### src/hdl/assert_macros.svh
// assertion macros for the tokenizer rtl
// depends on a clk and an active-low rst_n in the including scope
`ifndef ASSERT_MACROS_SVH
`define ASSERT_MACROS_SVH

// plain clocked check, held off while in reset
`define HRT_ASSERT(label, prop, msg) \
    label: assert property (@(posedge clk) disable iff (!rst_n) prop) else $error(msg);

// check that only applies while a result transaction is presented
`define HRT_ASSERT_VALID(label, vld, prop, msg) \
    `HRT_ASSERT(label, (vld) |-> (prop), msg)

`endif

### src/hdl/hrt_pkg.sv
// shared types, phase/class/field codes and the byte classifier
// for the http request header tokenizer; no dependencies
`default_nettype none

package hrt_pkg;

    // parse phases
    localparam logic [3:0] PH_METHOD = 4'd0;
    localparam logic [3:0] PH_URL    = 4'd1;
    localparam logic [3:0] PH_PROTO  = 4'd2;
    localparam logic [3:0] PH_HEADER = 4'd3;
    localparam logic [3:0] PH_NAME   = 4'd4;
    localparam logic [3:0] PH_SEP    = 4'd5;
    localparam logic [3:0] PH_VALUE  = 4'd6;
    localparam logic [3:0] PH_DONE   = 4'd7;
    localparam logic [3:0] PH_ERR    = 4'd8;

    // byte classes
    localparam logic [2:0] CL_SPACE = 3'd0;
    localparam logic [2:0] CL_CR    = 3'd1;
    localparam logic [2:0] CL_LF    = 3'd2;
    localparam logic [2:0] CL_COLON = 3'd3;
    localparam logic [2:0] CL_OTHER = 3'd4;

    // field kinds
    localparam logic [2:0] FK_NONE   = 3'd0;
    localparam logic [2:0] FK_METHOD = 3'd1;
    localparam logic [2:0] FK_URL    = 3'd2;
    localparam logic [2:0] FK_PROTO  = 3'd3;
    localparam logic [2:0] FK_NAME   = 3'd4;
    localparam logic [2:0] FK_VALUE  = 3'd5;

    localparam logic [7:0] CH_SPACE = 8'h20;
    localparam logic [7:0] CH_CR    = 8'h0d;
    localparam logic [7:0] CH_LF    = 8'h0a;
    localparam logic [7:0] CH_COLON = 8'h3a;

    typedef struct packed {
        logic [7:0] data;
        logic [2:0] content_kind;
        logic [2:0] closed_kind;
        logic       request_done;
        logic       parse_error;
    } hrt_result_t;

    function automatic logic [2:0] classify(input logic [7:0] b);
        logic [2:0] cls;
        unique case (b)
            CH_SPACE: cls = CL_SPACE;
            CH_CR:    cls = CL_CR;
            CH_LF:    cls = CL_LF;
            CH_COLON: cls = CL_COLON;
            default:  cls = CL_OTHER;
        endcase
        return cls;
    endfunction

    // field carried by a phase
    function automatic logic [2:0] phase_field(input logic [3:0] ph);
        logic [2:0] fk;
        unique case (ph)
            PH_METHOD: fk = FK_METHOD;
            PH_URL:    fk = FK_URL;
            PH_PROTO:  fk = FK_PROTO;
            PH_NAME:   fk = FK_NAME;
            PH_VALUE:  fk = FK_VALUE;
            default:   fk = FK_NONE;
        endcase
        return fk;
    endfunction

endpackage

`default_nettype wire

### src/hdl/http_request_header_tokenizer.sv
// top level of the http request header tokenizer: input register, phase
// register, tagging logic and result register; depends on hrt_pkg,
// hrt_step, hrt_out_reg and assert_macros.svh
//
//   channel   signals                                   direction
//   byte      byte_valid, byte_stall, in_byte           into block
//   tag       tag_valid, tag_stall, out_byte,           out of block
//             content_kind, closed_kind, request_done,
//             parse_error
//
// one byte per cycle sustained while the tag port does not stall; each byte
// passes through the input register and then the result register to the tag port
// the phase register closes a loop through the combinational transition table
// reset clears both valid flags and puts the phase at method
// a stalled tag port holds its result; the input register then holds its
// byte and byte_stall rises until the result register frees
`default_nettype none

module http_request_header_tokenizer
    import hrt_pkg::*;
(
    input  wire logic       clk,
    input  wire logic       rst_n,
    input  wire logic       byte_valid,
    output logic            byte_stall,
    input  wire logic [7:0] in_byte,
    output logic            tag_valid,
    input  wire logic       tag_stall,
    output logic [7:0]      out_byte,
    output logic [2:0]      content_kind,
    output logic [2:0]      closed_kind,
    output logic            request_done,
    output logic            parse_error
);

    `include "assert_macros.svh"

    logic        in_valid_reg;
    logic        in_valid_next;
    logic [7:0]  in_byte_reg;
    logic [3:0]  phase_reg;
    logic [3:0]  phase_next;
    logic [3:0]  step_phase;
    logic        res_ready;
    logic        move;
    logic        take;
    hrt_result_t step_result;

    // byte moves from input register to result register
    assign move       = in_valid_reg && res_ready;
    // input register full and unable to drain
    assign byte_stall = in_valid_reg && !res_ready;
    assign take       = byte_valid && !byte_stall;

    assign in_valid_next = take || (in_valid_reg && !move);

    always_ff @(posedge clk or negedge rst_n)
    begin
        if (!rst_n)
            in_valid_reg <= 1'b0;
        else
            in_valid_reg <= in_valid_next;
    end

    always_ff @(posedge clk)
    begin
        if (take)
            in_byte_reg <= in_byte;
    end

    // phase advances only when the byte is committed to the result register
    assign phase_next = move ? step_phase : phase_reg;

    always_ff @(posedge clk or negedge rst_n)
    begin
        if (!rst_n)
            phase_reg <= PH_METHOD;
        else
            phase_reg <= phase_next;
    end

    hrt_step u_step (
        .phase      (phase_reg),
        .data       (in_byte_reg),
        .result     (step_result),
        .phase_next (step_phase)
    );

    hrt_out_reg u_out_reg (
        .clk          (clk),
        .rst_n        (rst_n),
        .load         (move),
        .result       (step_result),
        .ready        (res_ready),
        .tag_valid    (tag_valid),
        .tag_stall    (tag_stall),
        .out_byte     (out_byte),
        .content_kind (content_kind),
        .closed_kind  (closed_kind),
        .request_done (request_done),
        .parse_error  (parse_error)
    );

    // error phase is sticky
    `HRT_ASSERT(a_err_sticky, phase_reg == PH_ERR |=> phase_reg == PH_ERR, "error phase left")
    // phase never holds an unused code
    `HRT_ASSERT(a_phase_range, phase_reg <= PH_ERR, "phase code out of range")
    // an error result carries no tags
    `HRT_ASSERT_VALID(a_err_quiet, tag_valid && parse_error, content_kind == FK_NONE && closed_kind == FK_NONE && !request_done, "error result tagged")
    // a completing byte is no content and closes nothing
    `HRT_ASSERT_VALID(a_done_quiet, tag_valid && request_done, content_kind == FK_NONE && closed_kind == FK_NONE && !parse_error, "done result tagged")

endmodule

`default_nettype wire

### src/hdl/hrt_step.sv
// combinational phase transition and byte tagging for one byte
// depends on hrt_pkg
`default_nettype none

module hrt_step
    import hrt_pkg::*;
(
    input  wire logic [3:0]  phase,
    input  wire logic [7:0]  data,
    output hrt_result_t      result,
    output logic [3:0]       phase_next
);

    logic [2:0] cls;
    logic [3:0] nx;

    assign cls = classify(data);

    // transition table, unused phase codes behave as error
    always_comb
    begin
        nx = PH_ERR;
        unique case (phase)
            PH_METHOD:
            begin
                if (cls == CL_SPACE)      nx = PH_URL;
                else if (cls == CL_OTHER) nx = PH_METHOD;
            end
            PH_URL:
            begin
                if (cls == CL_SPACE)                           nx = PH_PROTO;
                else if (cls == CL_COLON || cls == CL_OTHER)   nx = PH_URL;
            end
            PH_PROTO:
            begin
                if (cls == CL_CR)         nx = PH_HEADER;
                else if (cls == CL_LF)    nx = PH_NAME;
                else if (cls == CL_OTHER) nx = PH_PROTO;
            end
            PH_HEADER:
            begin
                if (cls == CL_LF) nx = PH_NAME;
            end
            PH_NAME:
            begin
                if (cls == CL_SPACE || cls == CL_COLON) nx = PH_SEP;
                else if (cls == CL_CR)                  nx = PH_DONE;
                else if (cls == CL_OTHER)               nx = PH_NAME;
            end
            PH_SEP:
            begin
                if (cls == CL_SPACE || cls == CL_COLON) nx = PH_SEP;
                else if (cls == CL_OTHER)               nx = PH_VALUE;
            end
            PH_VALUE:
            begin
                if (cls == CL_CR)      nx = PH_HEADER;
                else if (cls == CL_LF) nx = PH_NAME;
                else                   nx = PH_VALUE;
            end
            PH_DONE: nx = PH_METHOD;
            default: nx = PH_ERR;
        endcase
    end

    always_comb
    begin
        result.data         = data;
        result.content_kind = FK_NONE;
        result.closed_kind  = FK_NONE;
        result.request_done = 1'b0;
        result.parse_error  = (nx == PH_ERR);
        if (phase == PH_DONE)
        begin
            result.request_done = 1'b1;
        end
        else if (nx == phase)
        begin
            result.content_kind = phase_field(phase);
        end
        else if (nx != PH_ERR)
        begin
            result.closed_kind = phase_field(phase);
            // first value byte is kept as value content
            if (phase == PH_SEP)
                result.content_kind = FK_VALUE;
        end
    end

    assign phase_next = nx;

endmodule

`default_nettype wire

### src/hdl/hrt_out_reg.sv
// result register with valid/stall handshake toward the consumer
// depends on hrt_pkg
`default_nettype none

module hrt_out_reg
    import hrt_pkg::*;
(
    input  wire logic        clk,
    input  wire logic        rst_n,
    input  wire logic        load,
    input  wire hrt_result_t result,
    output logic             ready,
    output logic             tag_valid,
    input  wire logic        tag_stall,
    output logic [7:0]       out_byte,
    output logic [2:0]       content_kind,
    output logic [2:0]       closed_kind,
    output logic             request_done,
    output logic             parse_error
);

    logic        valid_reg;
    logic        valid_next;
    hrt_result_t data_reg;

    // free when empty or the held transaction leaves this cycle
    assign ready      = !valid_reg || !tag_stall;
    assign valid_next = load || (valid_reg && tag_stall);

    always_ff @(posedge clk or negedge rst_n)
    begin
        if (!rst_n)
            valid_reg <= 1'b0;
        else
            valid_reg <= valid_next;
    end

    always_ff @(posedge clk)
    begin
        if (load)
            data_reg <= result;
    end

    assign tag_valid    = valid_reg;
    assign out_byte     = data_reg.data;
    assign content_kind = data_reg.content_kind;
    assign closed_kind  = data_reg.closed_kind;
    assign request_done = data_reg.request_done;
    assign parse_error  = data_reg.parse_error;

endmodule

`default_nettype wire
### config.mk
export PLATFORM = sky130hd
export DESIGN_NAME = http_request_header_tokenizer
export DESIGN_NICKNAME = d
export VERILOG_FILES = /design/src/hdl/hrt_pkg.sv /design/src/hdl/http_request_header_tokenizer.sv /design/src/hdl/hrt_step.sv /design/src/hdl/hrt_out_reg.sv
export VERILOG_INCLUDE_DIRS = /design/src /design/src/hdl
export SDC_FILE = /design/constraint.sdc
export NUM_CORES = 1
export LEC_CHECK = 0
export ABC_AREA = 0
export BUFFER_PORTS_ARGS = -buffer_cell sky130_fd_sc_hd__clkbuf_2
export CORE_UTILIZATION = 47
export DETAILED_ROUTE_END_ITERATION = 10
export PLACE_DENSITY_LB_ADDON = 0.15
export SETUP_SLACK_MARGIN = 0.4
export SLEW_MARGIN = 30
export SYNTH_ARGS = -nofsm -noshare
export SYNTH_HDL_FRONTEND = slang
export SYNTH_SLANG_ARGS = --single-unit
### constraint.sdc
create_clock -name clk -period 4 [get_ports clk]
set_clock_uncertainty 0.1 [all_clocks]
set_input_delay 0.8 -clock clk [delete_from_list [all_inputs] [get_ports clk]]
set_output_delay 0.8 -clock clk [all_outputs]
set_load 0.05 [all_outputs]
== Word-level counts from Yosys, hierarchy flattened ==
Cells that the tools add are included.
Operators by class
  add/subtract/negate cells: 0
  $mul: 0
  divide/modulo/power cells: 0
  magnitude comparators: 0
  equal/unequal tests: 18
  shift-type cells: 0
  muxes and demuxes: 22
  bitwise gates (word level): 1
  reduce and logical (&&, ||, !) cells: 18
Operator list (number)
  2-to-1 mux 4 bit: 14
  case mux 4 bit (8 select lines): 1
  equality test 4 x 3 -> 1 bit, second input constant: 4
  equality test 8 x 4 -> 1 bit, second input constant: 2
  equality test 8 x 6 -> 1 bit, second input constant: 2
  case mux 3 bit (5 select lines): 1
  case mux 3 bit (4 select lines): 1
  equality test 4 x 2 -> 1 bit, second input constant: 2
  equality test 3 x 2 -> 1 bit, second input constant: 2
  2-to-1 mux 3 bit: 2
  2-to-1 mux 6 bit: 1
  logical AND 1 bit: 5
  logical NOT 1 bit: 5
  logical OR 1 bit: 5
  equality test 4 x 1 -> 1 bit, second input constant: 1
  equality test 4 bit: 1
  equality test 4 bit, second input constant: 1
  logical NOT 4 bit: 1
  != test 4 bit, second input constant: 1
  equality test 3 x 1 -> 1 bit, second input constant: 1
  equality test 3 bit, second input constant: 1
  logical NOT 3 bit: 1
  OR reduction 3 bit: 1
  2-to-1 mux 2 bit: 1
  2 further kinds: 2
Word-level totals
  bits in registers: 30
  bits in latches: 0
  memory bits (writable): 0
  bits in read-only memories: 0
  bits of input ports: 12
  output and inout bits: 18
  memories: 0

== Logic depth before layout (Yosys ltp) ==
  depth after elaboration: 10
  depth in mapped cells: 9

== Modules after synthesis ==
From an unflattened synthesis, not the netlist that was laid out.
Second synthesis, totals
  cells, all modules: 135
  area total of the unflattened synthesis: 1541.5 sq um
Modules (own cells, without submodules)
  hrt_step: instances 1, cells each 93, area each 566.8 sq um, sequential area each 0.0 sq um
  hrt_out_reg: instances 1, cells each 19, area each 516.7 sq um, sequential area each 505.5 sq um
  http_request_header_tokenizer: instances 1, cells each 23, area each 457.9 sq um, sequential area each 365.4 sq um

== Worst setup path before layout ==
Ideal clock, no wire load.
  path kind: flip-flop to flip-flop
  start point: register in_byte_reg[0]
  end point: register u_out_reg.data_reg, in the netlist u_out_reg.closed_kind[1] (data pin)
  arrival: 2.158 ns
  path slack: 1.481 ns
  stages on the path, launching flop included: 8
  path through: edfxtp_1 > nor4_4 > a311oi_1 > a22oi_1 > o211ai_1 > xnor2_1 > or2_1 > o311a_1
Between the ends
  longest elaborated chain between the ends: 10
Ends and longest elaborated chain
  from (decl): RTL line http_request_header_tokenizer.sv:40  | logic [7:0] in_byte_reg;
  from (signal assigned): RTL line http_request_header_tokenizer.sv:68  | in_byte_reg <= in_byte;
  equality test 8 x 6 -> 1 bit or equality test 8 x 4 -> 1 bit (tied branches): RTL line hrt_pkg.sv:48  | unique case (b)
  case mux 3 bit (4 select lines) *: RTL line hrt_pkg.sv:48
  equality test 3 bit or equality test 3 x 2 -> 1 bit (tied branches)
  2-to-1 mux 4 bit (tied with other cells): RTL line hrt_step.sv:38  | else if (cls == CL_OTHER) nx = PH_PROTO;
  2-to-1 mux 4 bit (on tied branches): RTL line hrt_step.sv:37, hrt_step.sv:32, hrt_step.sv:47
  2-to-1 mux 4 bit (on tied branches): RTL line hrt_step.sv:36, hrt_step.sv:31, hrt_step.sv:46
  case mux 4 bit (8 select lines) *: RTL line hrt_step.sv:23  | unique case (phase)
  != test 4 bit: RTL line hrt_step.sv:81  | else if (nx != PH_ERR)
  NOT 1 bit (no source line)
  OR reduction 3 bit (no source line) *
  to (signal assigned): RTL line hrt_out_reg.sv:41  | data_reg <= result;
  to (decl): RTL line hrt_out_reg.sv:24  | hrt_result_t data_reg;
Mark *: on every way between the ends. The rest lies on a longest branch, timed or not.
A chain may end at the register's enable or synchronous reset.

== Worst setup path in the final report ==
  start point: register in_byte_reg[0]
  end point: register u_out_reg.data_reg, in the netlist u_out_reg.closed_kind[0] (data pin)
Same word-level chain as after synthesis.

==> impl_metrics.csv <==
group,metric,value,unit
synth,yosysSeqAreaShare,56.5,%
synth,synth_top_area_share,46.8,%
clock_tree,cts_max_level,2,
critical_path,start_kind,"flop",
die,ios,30,
global_route,overflow,0,
place,place.port_buffers,29,
pwr,power,682,µW
outcome,outcome,"complete, no violations",
synth,synth_ff_type,"edfxtp_1",
sta,tns,0,ns
sta,maxSlewHeadroom,53.5,%
global_route,antenna_found_initial,0,
final_layout,fin_nets,175,
global_route,grt_max_degree,20,
sta,final-hold-violation-count,0,
sta,slew_viol_final,0,
global_route,grt_pass1_vias,1079,
clock_tree,cts_sinks,30,
global_route,grt_pass1_wl,4.91,mm
clock_tree,path_clk_slew,0.10,ns
die,rows,20,
sta,worst_pin_slew,0.697,ns
synth,synth-edff-count,24,
detailed_routing,dr.pass1.iters,4,
critical_path,rr_startpoint,"in_byte_reg[0]",
final_layout,regArea,871,µm²
hold_path,hp-class,"in -> async",
synth,syn_inst,133,
die,die-area,0.00351,mm²
place,gp_congestion,0.937,
detailed_routing,drc,0,
synth,synthTopCellsByArea,"edfxtp_1 (47%), dfrtp_1 (9.7%), xnor2_1 (2.8%)",
critical_path,slowest_stage,"a2111oi_2",
synth,synth.avg_cell_area,11.6,µm²
synth,synthArstFlopShare,20.0,%
detailed_routing,ant_nets,0,
clock_tree,cts_buffers,5,
detailed_routing,drt-met1-wl,1.36,mm
detailed_routing,drtIter0Drc,52,
final_layout,final_common_cell,"clkbuf_2",
detailed_routing,vias_per_cell,5.81,
die,die_w,59.2,µm
synth,synth_area_leader_cell,"edfxtp_1",
critical_path,slowest_delay,0.55,ns
pwr,ir_drop,209,µV
final_layout,multi_input_area,622,µm²
global_route,track_usage,19.4,%
synth,syn-cell-area,0.00154,mm²
synth,syn_nets,145,
clock_tree,post_cts_buffers,0,
detailed_routing,vias,1209,
detailed_routing,totalWireLength,3.09,mm
critical_path,cp-startpoint,"in_byte_reg[0]",
final_layout,final_cell_mix,"clkbuf_2 (29), edfxtp_1 (24), nand2_1 (8), nor3_1 (7), nor2_1 (7)",
clock_tree,clk_path_buf_depth,2,
detailed_routing,drt-wirelength-per-cell,14.8,µm
clock_tree,clk_latency,0.33,ns
sta,max_freq,362,MHz
detailed_routing,top_layer_used,"met4",
clock_tree,postCtsHoldBufs,0,
critical_path,crit_chain,"nor4_4, nand3_2, a31oi_1, nor3_1, a2111oi_2, nor4b_1",
detailed_routing,wl_met2,1.42,mm
clock_tree,cts_tree,"yes",
detailed_routing,wl_met3,237,µm
critical_path,rr_worst_depth,6,
synth,ys_types,48,
pwr,power_density,381,mW/mm²
critical_path,r2r_end,"u_out_reg.closed_kind[0]",
place,dp_hpwl,2.17,mm
die,initial_core_util,50.0,%
critical_path,critical_path_class,"reg -> reg",
synth,synth_warnings,0,
die,core-area,0.00308,mm²
sta,rsz0062_at_grt,"false",
pwr,leakagePower,0.678,nW
final_layout,insertedDiodeCount,0,
final_layout,syn2layout_area_growth,16.4,%
critical_path,crit_path_end_kind,"flop",
critical_path,r2r_slack,1.24,ns
die,die_h,59.2,µm
job,max_cap_viol_count,0,
critical_path,crit_arrival,2.79,ns
final_layout,fillers,273,
clock_tree,root_buffer,"clkbuf_4",
sta,fin_crit,2.76,ns
clock_tree,cts-resized-gates,0,
critical_path,worstPathRequired,4.03,ns
sta,finalSetupViolCount,0,
final_layout,drive_gt1_share,26.8,%
sta,fin_crit_sh,69.0,%
critical_path,crit_fanout,9,
synth,ys_ff_latch,30,
==> power by group <==
part | total, mW | switching, mW | internal [mW]
clock | 0.233 | 0.104 | 0.129
sequential | 0.370 | 0.0121 | 0.358
combinational | 0.0792 | 0.0622 | 0.0171
total | 0.682 | 0.178 | 0.504
==> routing by layer <==
| metal | global-route usage [%] | vias up |
|---|---|---|
| met3 | 6.11 | 8 |
| met5 | 0 | - |
| met2 | 28.1 | 62 |
| li1 | - | 574 |
| met4 | 12.2 | 0 |
| met1 | 25.1 | 565 |
==> through the flow <==
| stage | utilization (%) | instances | setup WS [ns] | instance area, µm² | hold WS, ns |
|---|---|---|---|---|---|
| floorplan | - | 133 | 1.48 | 1540 | 0.357 |
| global placement | 55.7 | 200 | 1.36 | 1720 | 0.385 |
| detailed placement | 55.7 | 200 | 1.27 | 1720 | 0.396 |
| CTS | 58.3 | 208 | 1.26 | 1790 | 0.163 |
| global route | 58.3 | 208 | 0.923 | 1790 | 0.169 |
| finish | 58.3 | 208 | 1.24 | 1790 | 0.174 |
==> how the worst max path moves through the flow <==
stage                                     to  slack [ns]
floorplan           u_out_reg.closed_kind[1]        1.48
global placement    u_out_reg.closed_kind[1]        1.36
detailed placement  u_out_reg.closed_kind[1]        1.27
CTS                 u_out_reg.closed_kind[0]        1.26
global route        u_out_reg.closed_kind[0]        0.92
finish              u_out_reg.closed_kind[0]        1.24
==> synth_stat cells, drive strengths merged (3+ instances only) <==
library cell,instances
nor3,7
and2,3
a21oi,6
o21ai,3
nand4,4
a31oi,3
clkbuf,4
nand2b,4
nand3,7
nor2,7
dfrtp,6
nand2,8
edfxtp,24
xnor2,5
inv,6
==> cell type report <==
cell class                      instances  area share (%)
Timing Repair Buffer                   29            8.09
Inverter                                6            1.26
Multi-Input combinational cell         91            34.7
Clock inverter                          3            2.23
Clock buffer                            5            2.09
Tap cell                               44            3.07
Sequential cell                        30            48.6
==> critical path, delay by kind of cell, from the launching register on <==
family,cells,cell delay (ns)
AO/OA/AOI/OAI,2,0.77
AND/OR/NAND/NOR,4,1.19
flip-flops,1,0.49
==> kinds of logic (layout without fill, tap and decap cells) <==
kind of cell,Yosys count,in the layout,share of synthesized area [%]
muxes,2,2,1.38
buffers and inverters,12,43,3.09
xor gates and xnor gates,5,5,2.84
DFF,30,30,56.5
and+or+nand+nor,57,57,23.1
AOI/OAI and AO/OA,27,27,13.1
Power figures use the tool's default switching activity.
